### config.mk
export PLATFORM = sky130hd
export DESIGN_NAME = arp_responder_with_cache
export DESIGN_NICKNAME = d
export VERILOG_FILES = /design/src/sv/arpc_pkg.sv /design/src/sv/arpc_ram.sv /design/src/sv/arpc_datapath.sv /design/src/sv/arpc_ctrl.sv /design/src/sv/arp_responder_with_cache.sv
export VERILOG_INCLUDE_DIRS = /design/src /design/src/sv
export SDC_FILE = /design/constraint.sdc
export NUM_CORES = 1
export LEC_CHECK = 0
export BUFFER_PORTS_ARGS = -buffer_cell sky130_fd_sc_hd__buf_2
export CAP_MARGIN = 30
export CORE_ASPECT_RATIO = 2
export CORE_MARGIN = 10
export CORE_UTILIZATION = 50
export DETAILED_ROUTE_END_ITERATION = 16
export PLACE_DENSITY = 0.68
export SLEW_MARGIN = 20
export SYNTH_ARGS = -nofsm -noshare
export SYNTH_HDL_FRONTEND = slang
export SYNTH_SLANG_ARGS = --single-unit
### constraint.sdc
create_clock -name clk_i -period 4.52 [get_ports clk_i]
set_input_delay 1.356 -clock clk_i [delete_from_list [all_inputs] [get_ports clk_i]]
set_output_delay 1.356 -clock clk_i [all_outputs]
set_load 0.005 [all_outputs]
### src/sv/arp_responder_with_cache_defines.svh
// ----------------------------------------------------------------------------
// ARP responder assertion macros
// Shared concurrent assertion forms, clocked on clk_i and disabled in reset.
// ----------------------------------------------------------------------------
`ifndef ARP_RESPONDER_WITH_CACHE_DEFINES_SVH
`define ARP_RESPONDER_WITH_CACHE_DEFINES_SVH

// Same-cycle implication.
`define ARPC_ASSERT_NOW(lbl, ante, cons, msg) \
  lbl: assert property (@(posedge clk_i) disable iff (!rst_ni) (ante) |-> (cons)) \
    else $error(msg);

// Next-cycle implication.
`define ARPC_ASSERT_NEXT(lbl, ante, cons, msg) \
  lbl: assert property (@(posedge clk_i) disable iff (!rst_ni) (ante) |=> (cons)) \
    else $error(msg);

`endif

### src/sv/arpc_pkg.sv
// ----------------------------------------------------------------------------
// arpc_pkg
// Field widths, codes and controller/datapath interface types.
// ----------------------------------------------------------------------------
`default_nettype none

package arpc_pkg;

  localparam int unsigned IP_W   = 32;
  localparam int unsigned MAC_W  = 48;
  localparam int unsigned OPC_W  = 16;
  localparam int unsigned CFG_IW = 2;

  // Configuration register indexes
  localparam logic [CFG_IW-1:0] CFG_OWN_IP   = 2'd0;
  localparam logic [CFG_IW-1:0] CFG_OWN_MAC  = 2'd1;
  localparam logic [CFG_IW-1:0] CFG_NET_MASK = 2'd2;

  localparam logic [IP_W-1:0] NET_MASK_RST = 32'hFFFF_FF00;

  // Item kinds
  localparam logic OP_HEADER = 1'b0;
  localparam logic OP_LOOKUP = 1'b1;

  // ARP opcodes as on the wire
  localparam logic [OPC_W-1:0] ARP_OP_REQUEST = 16'd1;
  localparam logic [OPC_W-1:0] ARP_OP_REPLY   = 16'd2;

  typedef struct packed {
    logic accept;       // latch input transaction, arm the scan
    logic scan_run;     // step the cache scan
    logic write;        // write the cache entry
    logic load_result;  // move the result into the output register
  } arpc_cmd_t;

  typedef struct packed {
    logic need_scan;    // item at the input needs a cache scan
    logic scan_done;    // scan reached a hit or the last entry
    logic upd_item;     // latched item updates the cache
  } arpc_sts_t;

endpackage

`default_nettype wire

### src/sv/arpc_ram.sv
// ----------------------------------------------------------------------------
// arpc_ram
// Generic simple dual-port RAM, one write and one registered read port.
// ----------------------------------------------------------------------------
`default_nettype none

module arpc_ram #(
  parameter int unsigned WIDTH = 8,
  parameter int unsigned DEPTH = 16
) (
  input  wire logic                     clk_i,
  input  wire logic                     wr_en_i,
  input  wire logic [$clog2(DEPTH)-1:0] wr_addr_i,
  input  wire logic [WIDTH-1:0]         wr_data_i,
  input  wire logic                     rd_en_i,
  input  wire logic [$clog2(DEPTH)-1:0] rd_addr_i,
  output logic      [WIDTH-1:0]         rd_data_o
);

  logic [WIDTH-1:0] mem_q [DEPTH];
  logic [WIDTH-1:0] rd_data_q;

  always_ff @(posedge clk_i) begin
    if (wr_en_i) begin
      mem_q[wr_addr_i] <= wr_data_i;
    end
    if (rd_en_i) begin
      rd_data_q <= mem_q[rd_addr_i];
    end
  end

  assign rd_data_o = rd_data_q;

endmodule

`default_nettype wire

### src/sv/arpc_datapath.sv
// ----------------------------------------------------------------------------
// arpc_datapath
// Configuration registers, item decode, cache scan, cache write, result regs.
// ----------------------------------------------------------------------------
`default_nettype none
`include "arp_responder_with_cache_defines.svh"

module arpc_datapath #(
  parameter int unsigned CACHE_DEPTH = 16,
  parameter int unsigned HOST_BITS   = 8
) (
  input  wire logic                         clk_i,
  input  wire logic                         rst_ni,
  input  wire logic                         cfg_valid_i,
  input  wire logic [arpc_pkg::CFG_IW-1:0]  cfg_index_i,
  input  wire logic [arpc_pkg::MAC_W-1:0]   cfg_data_i,
  input  wire logic                         operation_i,
  input  wire logic [arpc_pkg::OPC_W-1:0]   arp_opcode_i,
  input  wire logic [arpc_pkg::MAC_W-1:0]   sender_mac_i,
  input  wire logic [arpc_pkg::IP_W-1:0]    sender_ip_i,
  input  wire logic [arpc_pkg::IP_W-1:0]    target_ip_i,
  input  wire logic [arpc_pkg::IP_W-1:0]    query_ip_i,
  input  wire arpc_pkg::arpc_cmd_t          cmd_i,
  output arpc_pkg::arpc_sts_t               sts_o,
  output logic                              send_reply_o,
  output logic      [arpc_pkg::MAC_W-1:0]   reply_target_mac_o,
  output logic      [arpc_pkg::IP_W-1:0]    reply_target_ip_o,
  output logic                              found_o,
  output logic      [arpc_pkg::MAC_W-1:0]   found_mac_o
);

  localparam int unsigned IW = $clog2(CACHE_DEPTH);
  localparam logic [IW-1:0] LAST_IDX = IW'(CACHE_DEPTH - 1);

  // Configuration registers
  logic [arpc_pkg::IP_W-1:0]  own_ip_q, net_mask_q;
  logic [arpc_pkg::MAC_W-1:0] own_mac_q;

  always_ff @(posedge clk_i or negedge rst_ni) begin
    if (!rst_ni) begin
      own_ip_q   <= '0;
      own_mac_q  <= '0;
      net_mask_q <= arpc_pkg::NET_MASK_RST;
    end else if (cfg_valid_i) begin
      case (cfg_index_i)
        arpc_pkg::CFG_OWN_IP:   own_ip_q   <= cfg_data_i[arpc_pkg::IP_W-1:0];
        arpc_pkg::CFG_OWN_MAC:  own_mac_q  <= cfg_data_i;
        arpc_pkg::CFG_NET_MASK: net_mask_q <= cfg_data_i[arpc_pkg::IP_W-1:0];
        default: ;
      endcase
    end
  end

  // Decode of the item at the input
  logic                 is_lookup, tgt_match, in_subnet, is_req, is_upd;
  logic [arpc_pkg::IP_W-1:0] key_ip, key_masked;

  always_comb begin
    is_lookup  = (operation_i == arpc_pkg::OP_LOOKUP);
    tgt_match  = (target_ip_i == own_ip_q);
    in_subnet  = ((sender_ip_i & net_mask_q) == (own_ip_q & net_mask_q));
    is_req     = !is_lookup && tgt_match && (arp_opcode_i == arpc_pkg::ARP_OP_REQUEST);
    is_upd     = !is_lookup && tgt_match && in_subnet &&
                 (arp_opcode_i == arpc_pkg::ARP_OP_REPLY);
    key_ip     = is_lookup ? query_ip_i : sender_ip_i;
    key_masked = key_ip & ~net_mask_q;
  end

  // Latched item
  logic                       lookup_q, req_q, upd_q;
  logic [HOST_BITS-1:0]       key_q;
  logic [arpc_pkg::MAC_W-1:0] smac_q;
  logic [arpc_pkg::IP_W-1:0]  sip_q;

  always_ff @(posedge clk_i) begin
    if (cmd_i.accept) begin
      lookup_q <= is_lookup;
      req_q    <= is_req;
      upd_q    <= is_upd;
      key_q    <= key_masked[HOST_BITS-1:0];
      smac_q   <= sender_mac_i;
      sip_q    <= sender_ip_i;
    end
  end

  // Scan control: issue addresses 0 upward, compare in the following cycle
  logic                       issue_q, cmp_vld_q, hit_q;
  logic [IW-1:0]              scan_q, cmp_idx_q, hit_idx_q, wp_q;
  logic [CACHE_DEPTH-1:0]     valid_q;
  logic [HOST_BITS-1:0]       host_rd, entry_host;
  logic [arpc_pkg::MAC_W-1:0] mac_rd, entry_mac, hit_mac_q;
  logic                       entry_vld, match, rd_en;
  logic [IW-1:0]              wr_addr;

  assign rd_en      = cmd_i.scan_run && issue_q;
  assign entry_vld  = valid_q[cmp_idx_q];
  assign entry_host = entry_vld ? host_rd : '0;
  assign entry_mac  = entry_vld ? mac_rd : '0;
  assign match      = cmp_vld_q && (entry_host == key_q);
  assign wr_addr    = hit_q ? hit_idx_q : wp_q;

  always_ff @(posedge clk_i or negedge rst_ni) begin
    if (!rst_ni) begin
      issue_q   <= 1'b0;
      cmp_vld_q <= 1'b0;
      hit_q     <= 1'b0;
      scan_q    <= '0;
      cmp_idx_q <= '0;
      hit_idx_q <= '0;
    end else if (cmd_i.accept) begin
      issue_q   <= 1'b1;
      cmp_vld_q <= 1'b0;
      hit_q     <= 1'b0;
      scan_q    <= '0;
    end else begin
      cmp_vld_q <= rd_en;
      if (rd_en) begin
        cmp_idx_q <= scan_q;
        if (scan_q == LAST_IDX) begin
          issue_q <= 1'b0;
        end else begin
          scan_q <= scan_q + IW'(1);
        end
      end
      if (cmd_i.scan_run && match) begin
        hit_q     <= 1'b1;
        hit_idx_q <= cmp_idx_q;
      end
    end
  end

  always_ff @(posedge clk_i) begin
    if (cmd_i.scan_run && match) begin
      hit_mac_q <= entry_mac;
    end
  end

  // Valid bits and round-robin write pointer
  always_ff @(posedge clk_i or negedge rst_ni) begin
    if (!rst_ni) begin
      valid_q <= '0;
      wp_q    <= '0;
    end else if (cmd_i.write) begin
      valid_q[wr_addr] <= 1'b1;
      if (!hit_q) begin
        wp_q <= (wp_q == LAST_IDX) ? '0 : wp_q + IW'(1);
      end
    end
  end

  arpc_ram #(
    .WIDTH (HOST_BITS),
    .DEPTH (CACHE_DEPTH)
  ) u_host_ram (
    .clk_i     (clk_i),
    .wr_en_i   (cmd_i.write),
    .wr_addr_i (wr_addr),
    .wr_data_i (key_q),
    .rd_en_i   (rd_en),
    .rd_addr_i (scan_q),
    .rd_data_o (host_rd)
  );

  arpc_ram #(
    .WIDTH (arpc_pkg::MAC_W),
    .DEPTH (CACHE_DEPTH)
  ) u_mac_ram (
    .clk_i     (clk_i),
    .wr_en_i   (cmd_i.write),
    .wr_addr_i (wr_addr),
    .wr_data_i (smac_q),
    .rd_en_i   (rd_en),
    .rd_addr_i (scan_q),
    .rd_data_o (mac_rd)
  );

  assign sts_o.need_scan = is_lookup || is_upd;
  assign sts_o.scan_done = cmp_vld_q && (match || (cmp_idx_q == LAST_IDX));
  assign sts_o.upd_item  = upd_q;

  // Result register
  logic                       send_reply_q, found_q;
  logic [arpc_pkg::MAC_W-1:0] rmac_q, fmac_q;
  logic [arpc_pkg::IP_W-1:0]  rip_q;

  always_ff @(posedge clk_i) begin
    if (cmd_i.load_result) begin
      send_reply_q <= req_q;
      rmac_q       <= req_q ? smac_q : '0;
      rip_q        <= req_q ? sip_q : '0;
      found_q      <= lookup_q && hit_q;
      fmac_q       <= (lookup_q && hit_q) ? hit_mac_q : '0;
    end
  end

  assign send_reply_o       = send_reply_q;
  assign reply_target_mac_o = rmac_q;
  assign reply_target_ip_o  = rip_q;
  assign found_o            = found_q;
  assign found_mac_o        = fmac_q;

  `ARPC_ASSERT_NEXT(a_insert_sets_valid, cmd_i.write && !hit_q, valid_q[$past(wp_q)], "not valid")
  `ARPC_ASSERT_NEXT(a_result_exclusive, cmd_i.load_result, !(send_reply_q && found_q), "both set")
  `ARPC_ASSERT_NOW(a_write_needs_upd, cmd_i.write, upd_q, "cache write without update item")

endmodule

`default_nettype wire

### src/sv/arpc_ctrl.sv
// ----------------------------------------------------------------------------
// arpc_ctrl
// Sequencer for accept, cache scan, cache write and result hand-off.
// ----------------------------------------------------------------------------
`default_nettype none
`include "arp_responder_with_cache_defines.svh"

module arpc_ctrl (
  input  wire logic                clk_i,
  input  wire logic                rst_ni,
  input  wire logic                in_valid_i,
  output logic                     in_ready_o,
  output logic                     out_valid_o,
  input  wire logic                out_ready_i,
  input  wire arpc_pkg::arpc_sts_t sts_i,
  output arpc_pkg::arpc_cmd_t      cmd_o
);

  localparam logic [1:0] S_IDLE   = 2'd0;
  localparam logic [1:0] S_SCAN   = 2'd1;
  localparam logic [1:0] S_UPDATE = 2'd2;
  localparam logic [1:0] S_DONE   = 2'd3;

  logic [1:0] state_q, state_d;
  logic       out_valid_q, out_valid_d;

  always_comb begin
    state_d = state_q;
    cmd_o   = '0;
    in_ready_o = (state_q == S_IDLE);
    case (state_q)
      S_IDLE: begin
        if (in_valid_i) begin
          cmd_o.accept = 1'b1;
          state_d = sts_i.need_scan ? S_SCAN : S_DONE;
        end
      end
      S_SCAN: begin
        cmd_o.scan_run = 1'b1;
        if (sts_i.scan_done) begin
          state_d = sts_i.upd_item ? S_UPDATE : S_DONE;
        end
      end
      S_UPDATE: begin
        cmd_o.write = 1'b1;
        state_d = S_DONE;
      end
      S_DONE: begin
        // hold until the output register is free
        if (!out_valid_q || out_ready_i) begin
          cmd_o.load_result = 1'b1;
          state_d = S_IDLE;
        end
      end
      default: state_d = S_IDLE;
    endcase
  end

  always_comb begin
    if (cmd_o.load_result) begin
      out_valid_d = 1'b1;
    end else if (out_ready_i) begin
      out_valid_d = 1'b0;
    end else begin
      out_valid_d = out_valid_q;
    end
  end

  always_ff @(posedge clk_i or negedge rst_ni) begin
    if (!rst_ni) begin
      state_q     <= S_IDLE;
      out_valid_q <= 1'b0;
    end else begin
      state_q     <= state_d;
      out_valid_q <= out_valid_d;
    end
  end

  assign out_valid_o = out_valid_q;

  `ARPC_ASSERT_NEXT(a_accept_leaves_idle, in_valid_i && in_ready_o, state_q != S_IDLE, "accept did not leave idle")
  `ARPC_ASSERT_NEXT(a_update_one_cycle, state_q == S_UPDATE, state_q == S_DONE, "cache write not single cycle")
  `ARPC_ASSERT_NOW(a_load_when_free, cmd_o.load_result, !out_valid_q || out_ready_i, "result overwrote pending output")

endmodule

`default_nettype wire

### src/sv/arp_responder_with_cache.sv
// ----------------------------------------------------------------------------
// arp_responder_with_cache
// ARP request responder with a round-robin MAC cache keyed by host part.
// Input channel (in_valid_i/in_ready_o) carries one transaction: either a
// received ARP header (operation_i = 0) or a MAC lookup by IP (1). Output
// channel (out_valid_o/out_ready_i) returns exactly one result per input
// transaction, in order. Config channel (cfg_valid_i/cfg_ready_o) writes
// own_ip (index 0), own_mac (1) and net_mask (2); it is always ready. Write
// it only while the block is idle.
// Steps: headers that need no cache access go from accept straight to the
// result. Lookups and cache-updating replies scan one entry per cycle through
// the registered RAM read port: accept, scan until a hit or the last entry, a
// write step for an update, then the result.
// One transaction is in flight at a time; the next is accepted once the result
// sits in the output register.
// Reset restores config defaults, clears the cache (per-entry valid bits)
// and the write pointer, and drops any pending result. A stalled receiver
// holds the result; a finished item waits and the input stays closed.
// ----------------------------------------------------------------------------
`default_nettype none

module arp_responder_with_cache #(
  parameter int unsigned CACHE_DEPTH = 16,
  parameter int unsigned HOST_BITS   = 8
) (
  input  wire logic                        clk_i,
  input  wire logic                        rst_ni,
  // configuration write channel
  input  wire logic                        cfg_valid_i,
  output logic                             cfg_ready_o,
  input  wire logic [arpc_pkg::CFG_IW-1:0] cfg_index_i,
  input  wire logic [arpc_pkg::MAC_W-1:0]  cfg_data_i,
  // input channel
  input  wire logic                        in_valid_i,
  output logic                             in_ready_o,
  input  wire logic                        operation_i,
  input  wire logic [arpc_pkg::OPC_W-1:0]  arp_opcode_i,
  input  wire logic [arpc_pkg::MAC_W-1:0]  sender_mac_i,
  input  wire logic [arpc_pkg::IP_W-1:0]   sender_ip_i,
  input  wire logic [arpc_pkg::IP_W-1:0]   target_ip_i,
  input  wire logic [arpc_pkg::IP_W-1:0]   query_ip_i,
  // output channel
  output logic                             out_valid_o,
  input  wire logic                        out_ready_i,
  output logic                             send_reply_o,
  output logic      [arpc_pkg::MAC_W-1:0]  reply_target_mac_o,
  output logic      [arpc_pkg::IP_W-1:0]   reply_target_ip_o,
  output logic                             found_o,
  output logic      [arpc_pkg::MAC_W-1:0]  found_mac_o
);

  arpc_pkg::arpc_cmd_t cmd;
  arpc_pkg::arpc_sts_t sts;

  // Config registers live in the datapath and take a write in any cycle.
  assign cfg_ready_o = 1'b1;

  arpc_ctrl u_ctrl (
    .clk_i       (clk_i),
    .rst_ni      (rst_ni),
    .in_valid_i  (in_valid_i),
    .in_ready_o  (in_ready_o),
    .out_valid_o (out_valid_o),
    .out_ready_i (out_ready_i),
    .sts_i       (sts),
    .cmd_o       (cmd)
  );

  arpc_datapath #(
    .CACHE_DEPTH (CACHE_DEPTH),
    .HOST_BITS   (HOST_BITS)
  ) u_datapath (
    .clk_i              (clk_i),
    .rst_ni             (rst_ni),
    .cfg_valid_i        (cfg_valid_i),
    .cfg_index_i        (cfg_index_i),
    .cfg_data_i         (cfg_data_i),
    .operation_i        (operation_i),
    .arp_opcode_i       (arp_opcode_i),
    .sender_mac_i       (sender_mac_i),
    .sender_ip_i        (sender_ip_i),
    .target_ip_i        (target_ip_i),
    .query_ip_i         (query_ip_i),
    .cmd_i              (cmd),
    .sts_o              (sts),
    .send_reply_o       (send_reply_o),
    .reply_target_mac_o (reply_target_mac_o),
    .reply_target_ip_o  (reply_target_ip_o),
    .found_o            (found_o),
    .found_mac_o        (found_mac_o)
  );

endmodule

`default_nettype wire

After elaboration in Yosys (flattened, before gate mapping)
Memories as Yosys holds them, arrays and structs flattened. A register that Yosys moved wholly into a read port is not among the register bits.
Cells that the tools add are included.
{"block": "word_totals", "reg_bits": 371, "mem_bits_rw": 896, "in_bits": 216, "output_inout_bits": 133, "wordCells": 116, "mem_count": 2}
{"block": "op_classes", "addsub": 2, "order_cmp": 3, "eq_ne": 16, "n_mux": 33, "bitwise_logic": 7, "n_reduce_logical": 29}
{"memory": "u_datapath.u_mac_ram.mem_q", "depth": 16, "width": 48, "read_ports": 1, "rd_ports_with_merged_regs": 1, "write_ports": 1, "line": "arpc_ram.sv:20", "source": "logic [WIDTH-1:0] mem_q [DEPTH];"}
{"memory": "u_datapath.u_host_ram.mem_q", "depth": 16, "width": 8, "read_ports": 1, "rd_ports_with_merged_regs": 1, "write_ports": 1, "line": "arpc_ram.sv:20"}
{"operator": "$and A32 B32 Y32", "count": 2}
{"operator": "$eq A32 B32 Y1", "count": 2}
{"operator": "$mux W4", "count": 5}
{"operator": "$mux W1", "count": 19}
{"operator": "$eq A16 B1 Y1 const B", "count": 1}
{"operator": "$eq A16 B2 Y1 const B", "count": 1}
{"operator": "$mux W8", "count": 2}
{"operator": "$or A16 B16 Y16", "count": 1}
{"operator": "$reduce_and A2 Y1", "count": 7}
{"operator": "$eq A4 B4 Y1 const B", "count": 3}
{"operator": "$logic_and A1 B1 Y1", "count": 10}
{"operator": "$lt A4 B5 Y1 const B", "count": 2}
{"operator": "$add A4 B1 Y4 const B", "count": 2}
{"operator": "$and A8 B8 Y8", "count": 1}
{"operator": "$eq A8 B8 Y1", "count": 1}
{"operator": "$mux W2", "count": 4}
{"operator": "$not A8 Y8", "count": 1}
{"operator": "$pmux W2 S4", "count": 1}
{"operator": "$reduce_bool A2 Y1", "count": 4}
{"operator": "$eq A2 B2 Y1 const B", "count": 3}
{"operator": "$ne A2 B2 Y1 const B", "count": 3}
{"operator": "$bmux W1 S4", "count": 1}
{"operator": "$demux W1 S4", "count": 1}
{"operator": "$ge A4 B1 Y1 const B", "count": 1}
{"operator": "7 further kinds", "count": 12}

Longest topological paths before layout
{"block": "depth", "ltp_word": 9, "depth_mapped": 10, "depth_no_buf": 8}

Cells and area by module
Synthesis repeated with hierarchy kept, for this count alone.
{"block": "hier_totals", "hier_cells": 2397, "hier_area_um2": 50188.1}
{"module": "arpc_ram at u_datapath.u_mac_ram", "n_inst": 1, "cells_each": 1242, "area_per_inst_um2": 30175.2, "seq_area_each_um2": 24503.5}
{"module": "arpc_datapath", "n_inst": 1, "cells_each": 900, "area_per_inst_um2": 14520.2, "seq_area_each_um2": 10585.2}
{"module": "arpc_ram at u_datapath.u_host_ram", "n_inst": 1, "cells_each": 229, "area_per_inst_um2": 5227.5, "seq_area_each_um2": 4083.9}
{"module": "arpc_ctrl", "n_inst": 1, "cells_each": 24, "area_per_inst_um2": 254.0, "seq_area_each_um2": 75.1}
{"module": "arp_responder_with_cache", "n_inst": 1, "cells_each": 2, "area_per_inst_um2": 11.3, "seq_area_each_um2": 0.0}

Worst setup path before layout
OpenSTA, ideal clock, no wires.
{"block": "synth_timing", "path_kind": "in2reg", "startpoint": "input port out_ready_i", "endpoint": "register u_datapath.fmac_q (netlist bit u_datapath.found_mac_o[0]) (enable)", "setup_ns": 0.504, "t_arrival_ns": 4.445, "required_time_ns": 4.016, "path_slack_ns": -0.430, "stages": 2, "path_buffers": 0, "cell_sequence": "nand2b_1 and2_1"}
{"element": "start: declaration", "line": "arp_responder_with_cache.sv:44", "source": "input wire logic out_ready_i,"}
{"element": "end signal: assignment", "line": "arpc_datapath.sv:192", "source": "fmac_q <= (lookup_q && hit_q) ? hit_mac_q : '0;"}
{"element": "end: declaration", "line": "arpc_datapath.sv:183", "source": "logic [arpc_pkg::MAC_W-1:0] rmac_q, fmac_q;"}

Worst setup path after layout
{"block": "layout_timing", "startpoint": "register u_datapath.key_q[1]", "endpoint": "register u_datapath.hit_mac_q[24] (netlist bit) (enable)"}
{"block": "layout_between", "elab_chain_cells": 3}
{"element": "start: declaration", "line": "arpc_datapath.sv:71", "source": "logic [HOST_BITS-1:0] key_q;"}
{"element": "start signal: assignment", "line": "arpc_datapath.sv:80", "source": "key_q <= key_masked[HOST_BITS-1:0];"}
{"element": "$eq A8 B8 Y1", "line": "arpc_datapath.sv:99", "source": "assign match = cmp_vld_q && (entry_host == key_q);"}
{"element": "$logic_and A1 B1 Y1", "line": "arpc_datapath.sv:99"}
{"element": "$logic_and A1 B1 Y1", "line": "arpc_datapath.sv:133", "source": "if (cmd_i.scan_run && match) begin"}
{"element": "end signal: assignment", "line": "arpc_datapath.sv:134", "source": "hit_mac_q <= entry_mac;"}
{"element": "end: declaration", "line": "arpc_datapath.sv:91", "source": "logic [arpc_pkg::MAC_W-1:0] mac_rd, entry_mac, hit_mac_q;"}
No other way between the ends.
A chain may end at the register's enable or synchronous reset.

==> parameters.txt <==
Parameter                              Value

Floorplan
  Core ar. ... 99520 sq um
  Initial Utilization ... 50.19%
  Number of placement rows ... 164
  Overall die width ... 243.5 um
  Num ports ... 349
  Die height ... 467.0 um
  Area of the die ... 113700 sq um

Yosys
  Fraction of the yosys area taken by sequential cells ... 78.58%
  Post-synthesis xor/xnor area fraction ... 1.227%
  Synthesis warning total ... 0
  Asr flop ratio synth ... 7.710%
  Mapped Nets ... 2478
  Post-synthesis simple-gate area fraction ... 3.695%
  Most instantiated flip-flop cell in the synthesis netlist ... edfxtp_1
  Register bit count reported by yosys ... 1323
  Adder and majority gate portion of the synthesized area ... 0.1503%
  Post-synthesis cell type count ... 61
  Fraction of synthesized area in multiplexers ... 14.61%
  Complex-gate fraction of the synthesized area ... 0.7891%
  Synthesized area per cell ... 22.14 sq um
  Post-synthesis cell area ... 49950 sq um
  Instance count of the mapped netlist ... 2256
  Largest family of logic cells by synthesized area ... multiplexers
  Number of enable-type register cells in the synthesized netlist ... 1221

Timing
  Setup_tns ... 0 ps
  Rel. slew slack ... 32.41%
  Final setup margin ... 773.2 ps
  Setup-failing EPs final ... 0
  Hold Fails Final Rpt ... 0
  Max-slew violation total from the final report ... 0
  Unrepaired setup endpoints after global routing ... false
  Clock skew ... 47.93 ps
  Fmax ... 0.2669 GHz
  Transition time at the pin with the least slew margin ... 1014 ps
  Final critical path time including I/O delays and setup ... 3747 ps
  Final critical-path share of the clock period ... 82.89%

Clock tree
  Post-CTS clock slew at the launch and capture registers of the worst setup and hold paths ... 70 ps
  CTS buffer count ... 109
  Number of instances resized during post-cts repair ... 0
  Worst skew pair latency ... 720 ps
  Post-CTS setup-driven buffer insertion count ... 0
  Max Root-Sink Buffers ... 3
  Clock tree from TritonCTS ... done
  CTS Hold Bufs ... 0
  Number of H-tree levels ... 3
  Root buffer selected by CTS ... clkbuf_16
  CTS sink count ... 1323

Global routing
  Number of global-route vias before repair ... 25790
  Initial antenna violation count ... 6
  Largest net degree at the start of global routing ... 82
  Remaining Overflow, GRT ... 0
  Tot GR Track Use ... 20.83%
  Wire length of the first global-routing pass ... 174000 um

Pwr
  Sw Share ... 27.54%
  Combinational cell fraction of total power ... 22.0%
  Pwr Total ... 0.03387 W
  Power density cells ... 591.0 nW/um^2
  Worst supply voltage drop on vdd ... 0.3726 mV
  Sequential share of power ... 49.9%
  Clock network fraction of total power ... 28.1%
  Internal Dissipation ... 0.02454 W
  Static Leakage ... 19.13 nW
  NetSw ... 0.009329 W

Cells and area
  Multi-input combinational cell area ... 10360 sq um
  Share of cells above drive strength 1 ... 35.21%
  Area overhead of the layout relative to synthesis ... 14.74%
  Commonest non-fill, non-tap cell in the layout ... edfxtp_1
  Total Nets Final ... 2861
  Area taken by flip-flops and latches ... 39260 sq um
  Most frequent cells in the layout ... 1221 x edfxtp_1, 307 x buf_2, 280 x mux4_2
  Area of all placed cells without fillers ... 57310 sq um
  Filler instances ... 7205

Worst setup path
  Worst Path Max Fanout ... 36
  Ordered list of cells on the worst path ... inv_1, a2111oi_0, nand4_1, a21o_1, a311o_1, nor3_1, and2_4, buf_12
  Delay of the slowest cell on the worst path ... 700 ps
  Cell with the largest stage delay on the worst path ... a2111oi_0
  Register-to-Register Setup Slack ... 770 ps
  Startpoint-to-endpoint class of the critical path ... reg -> reg
  Worst path buffer plus inverter count ... 2
  Worst endpoint data arrival time ... 4110 ps
  CP Data Required Time ... 4890 ps
  Type of element launching the critical path ... flop
  CP top delay family ... compound AO/OA/AOI/OAI gates
  Type of element capturing the critical path ... flop

Status
  Outcome ... finished clean

Routing
  Average via count per standard cell ... 5.789
  Routed via count ... 23500
  Overall routed net length ... 117600 um
  Iter 0 DRT Violations ... 1951
  Count of TritonRoute iterations in the first routing pass ... 6
  DRC violation count after routing ... 0
  Detail Route Antenna Nets ... 0
  Routed wire length per instance ... 28.97 um

Place
  Port buffer count ... 307
  Total half-perimeter wirelength after legalization and detailed placement ... 70200 um
  Worst slack after detailed placement ... 626.8 ps
  Post-placement cell area ... 53680 sq um
  Final RePlAce weighted congestion ... 0.8984

Flow run
  Number of maximum-capacitance constraint violations ... 0

Hold path
  Path type of the worst min-delay path ... reg -> reg
cells in the mapped netlist, types with 2 or more instances:
library cell	number	share of area (%)
nor3_1	7	0.070
mux4_2	280	13
nand4_1	9	0.11
ha_1	6	0.15
nor2_1	38	0.29
nand2b_1	3	0.038
buf_2	5	0.050
a31oi_1	3	0.038
nand2_1	20	0.15
a21oi_1	4	0.040
or2_2	17	0.21
a311oi_1	2	0.035
a22oi_1	3	0.045
a21boi_0	2	0.030
nor2b_1	7	0.088
o21a_1	2	0.030
and2_1	132	1.7
o22ai_1	2	0.025
xor2_1	64	1.1
nor4_1	11	0.14
dfrtp_1	78	3.9
edfxtp_1	1221	73
inv_1	16	0.12
o32ai_1	3	0.053
nand3b_1	2	0.030
buf_6	2	0.045
o21ai_0	7	0.070
mux2_4	3	0.090
clkbuf_1	71	0.53
nor3b_1	4	0.060
xnor2_1	6	0.11
buf_4	2	0.030
dfstp_2	24	1.3
a221oi_1	6	0.11
mux2_2	68	1.5
a22o_1	6	0.11
mux2i_1	18	0.36
nand3_1	9	0.090
buf_1	22	0.17
and3_1	50	0.63
area by class of cell:
class,count,area share [%]
tap,1328,2.899
multi-input combinational,815,18.08
clock buffer,132,5.017
clock inverter,69,1.214
antenna,2,0.008732
sequential,1323,68.51
inverter,16,0.1113
timing repair buffer,374,4.165
stage by stage:
stage / utilization (%) / hold slack (ps) / std cells
4_1_cts: 57.53 / 470.8 / 4055
2_1_floorplan: - / 438.9 / 2256
6_report: 57.59 / 471.0 / 4059
3_5_place_dp: 53.94 / 455.7 / 3854
3_3_place_gp: 53.91 / 450.9 / 3852
5_1_grt: 57.59 / 487.8 / 4058
worst paths after layout:
path | start | end | cells past startpoint
worst max-delay path | u_datapath.key_q[1] | u_datapath.hit_mac_q[24] | 8
worst min register to register | u_datapath.valid_q[10] | u_datapath.valid_q[10] | 1
worst min-delay path | u_datapath.valid_q[10] | u_datapath.valid_q[10] | 1
max in group asynchronous | rst_ni | u_datapath.net_mask_q[12] | 2
min in group asynchronous | rst_ni | u_datapath.own_ip_q[23] | 1
worst max register to register | u_datapath.key_q[1] | u_datapath.hit_mac_q[24] | 8
power by group through the flow:
stage	clock, W	sequential, W	combinational [W]
6_report	0.00952	0.0169	0.00746
5_1_grt	0.0102	0.0171	0.00803
4_1_cts	0.00970	0.0169	0.00764
3_5_place_dp	0	0.0171	0.00763
3_3_place_gp	0	0.0171	0.00737
2_1_floorplan	0	0.0166	0.00513
kinds of logic after synthesis:
group / after synthesis
AO/OA/AOI/OAI: 52
other: 1
multiplexers: 369
flip-flops: 1323
XOR/XNOR: 70
AND/OR/NAND/NOR: 317
buffers and inverters: 118
adder cells (fa/ha/maj): 6
sequential cells by signal (all words and copies together) (netlist names), 8 cells and up:
name                             count
u_datapath.found_mac_o              48
u_datapath.hit_mac_q                48
u_datapath.key_q                     8
u_datapath.net_mask_q               32
u_datapath.own_ip_q                 32
u_datapath.reply_target_ip_o        32
u_datapath.reply_target_mac_o       48
u_datapath.sip_q                    32
u_datapath.smac_q                   48
u_datapath.u_host_ram.mem_q        128
u_datapath.u_host_ram.rd_data_o      8
u_datapath.u_mac_ram.mem_q         768
u_datapath.u_mac_ram.rd_data_o      48
u_datapath.valid_q                  16
worst register-to-register path: stages (launching register included):
cell and delay, ps:
edfxtp_1 690, inv_1 160, a2111oi_0 700, nand4_1 180, a21o_1 190, a311o_1 340
nor3_1 380, and2_4 400, buf_12 280
routing by layer:
| layer | up-vias | share of wire (%) | global-route usage [%] |
|---|---|---|---|
| met3 | 153 | 6.8 | 4.593 |
| li1 | 9961 | - | - |
| met1 | 12470 | 37 | 24.95 |
| met5 | - | 0.035 | 0 |
| met4 | 6 | 2.4 | 5.880 |
| met2 | 910 | 54 | 37.32 |
(Power assumes the default switching activity.)
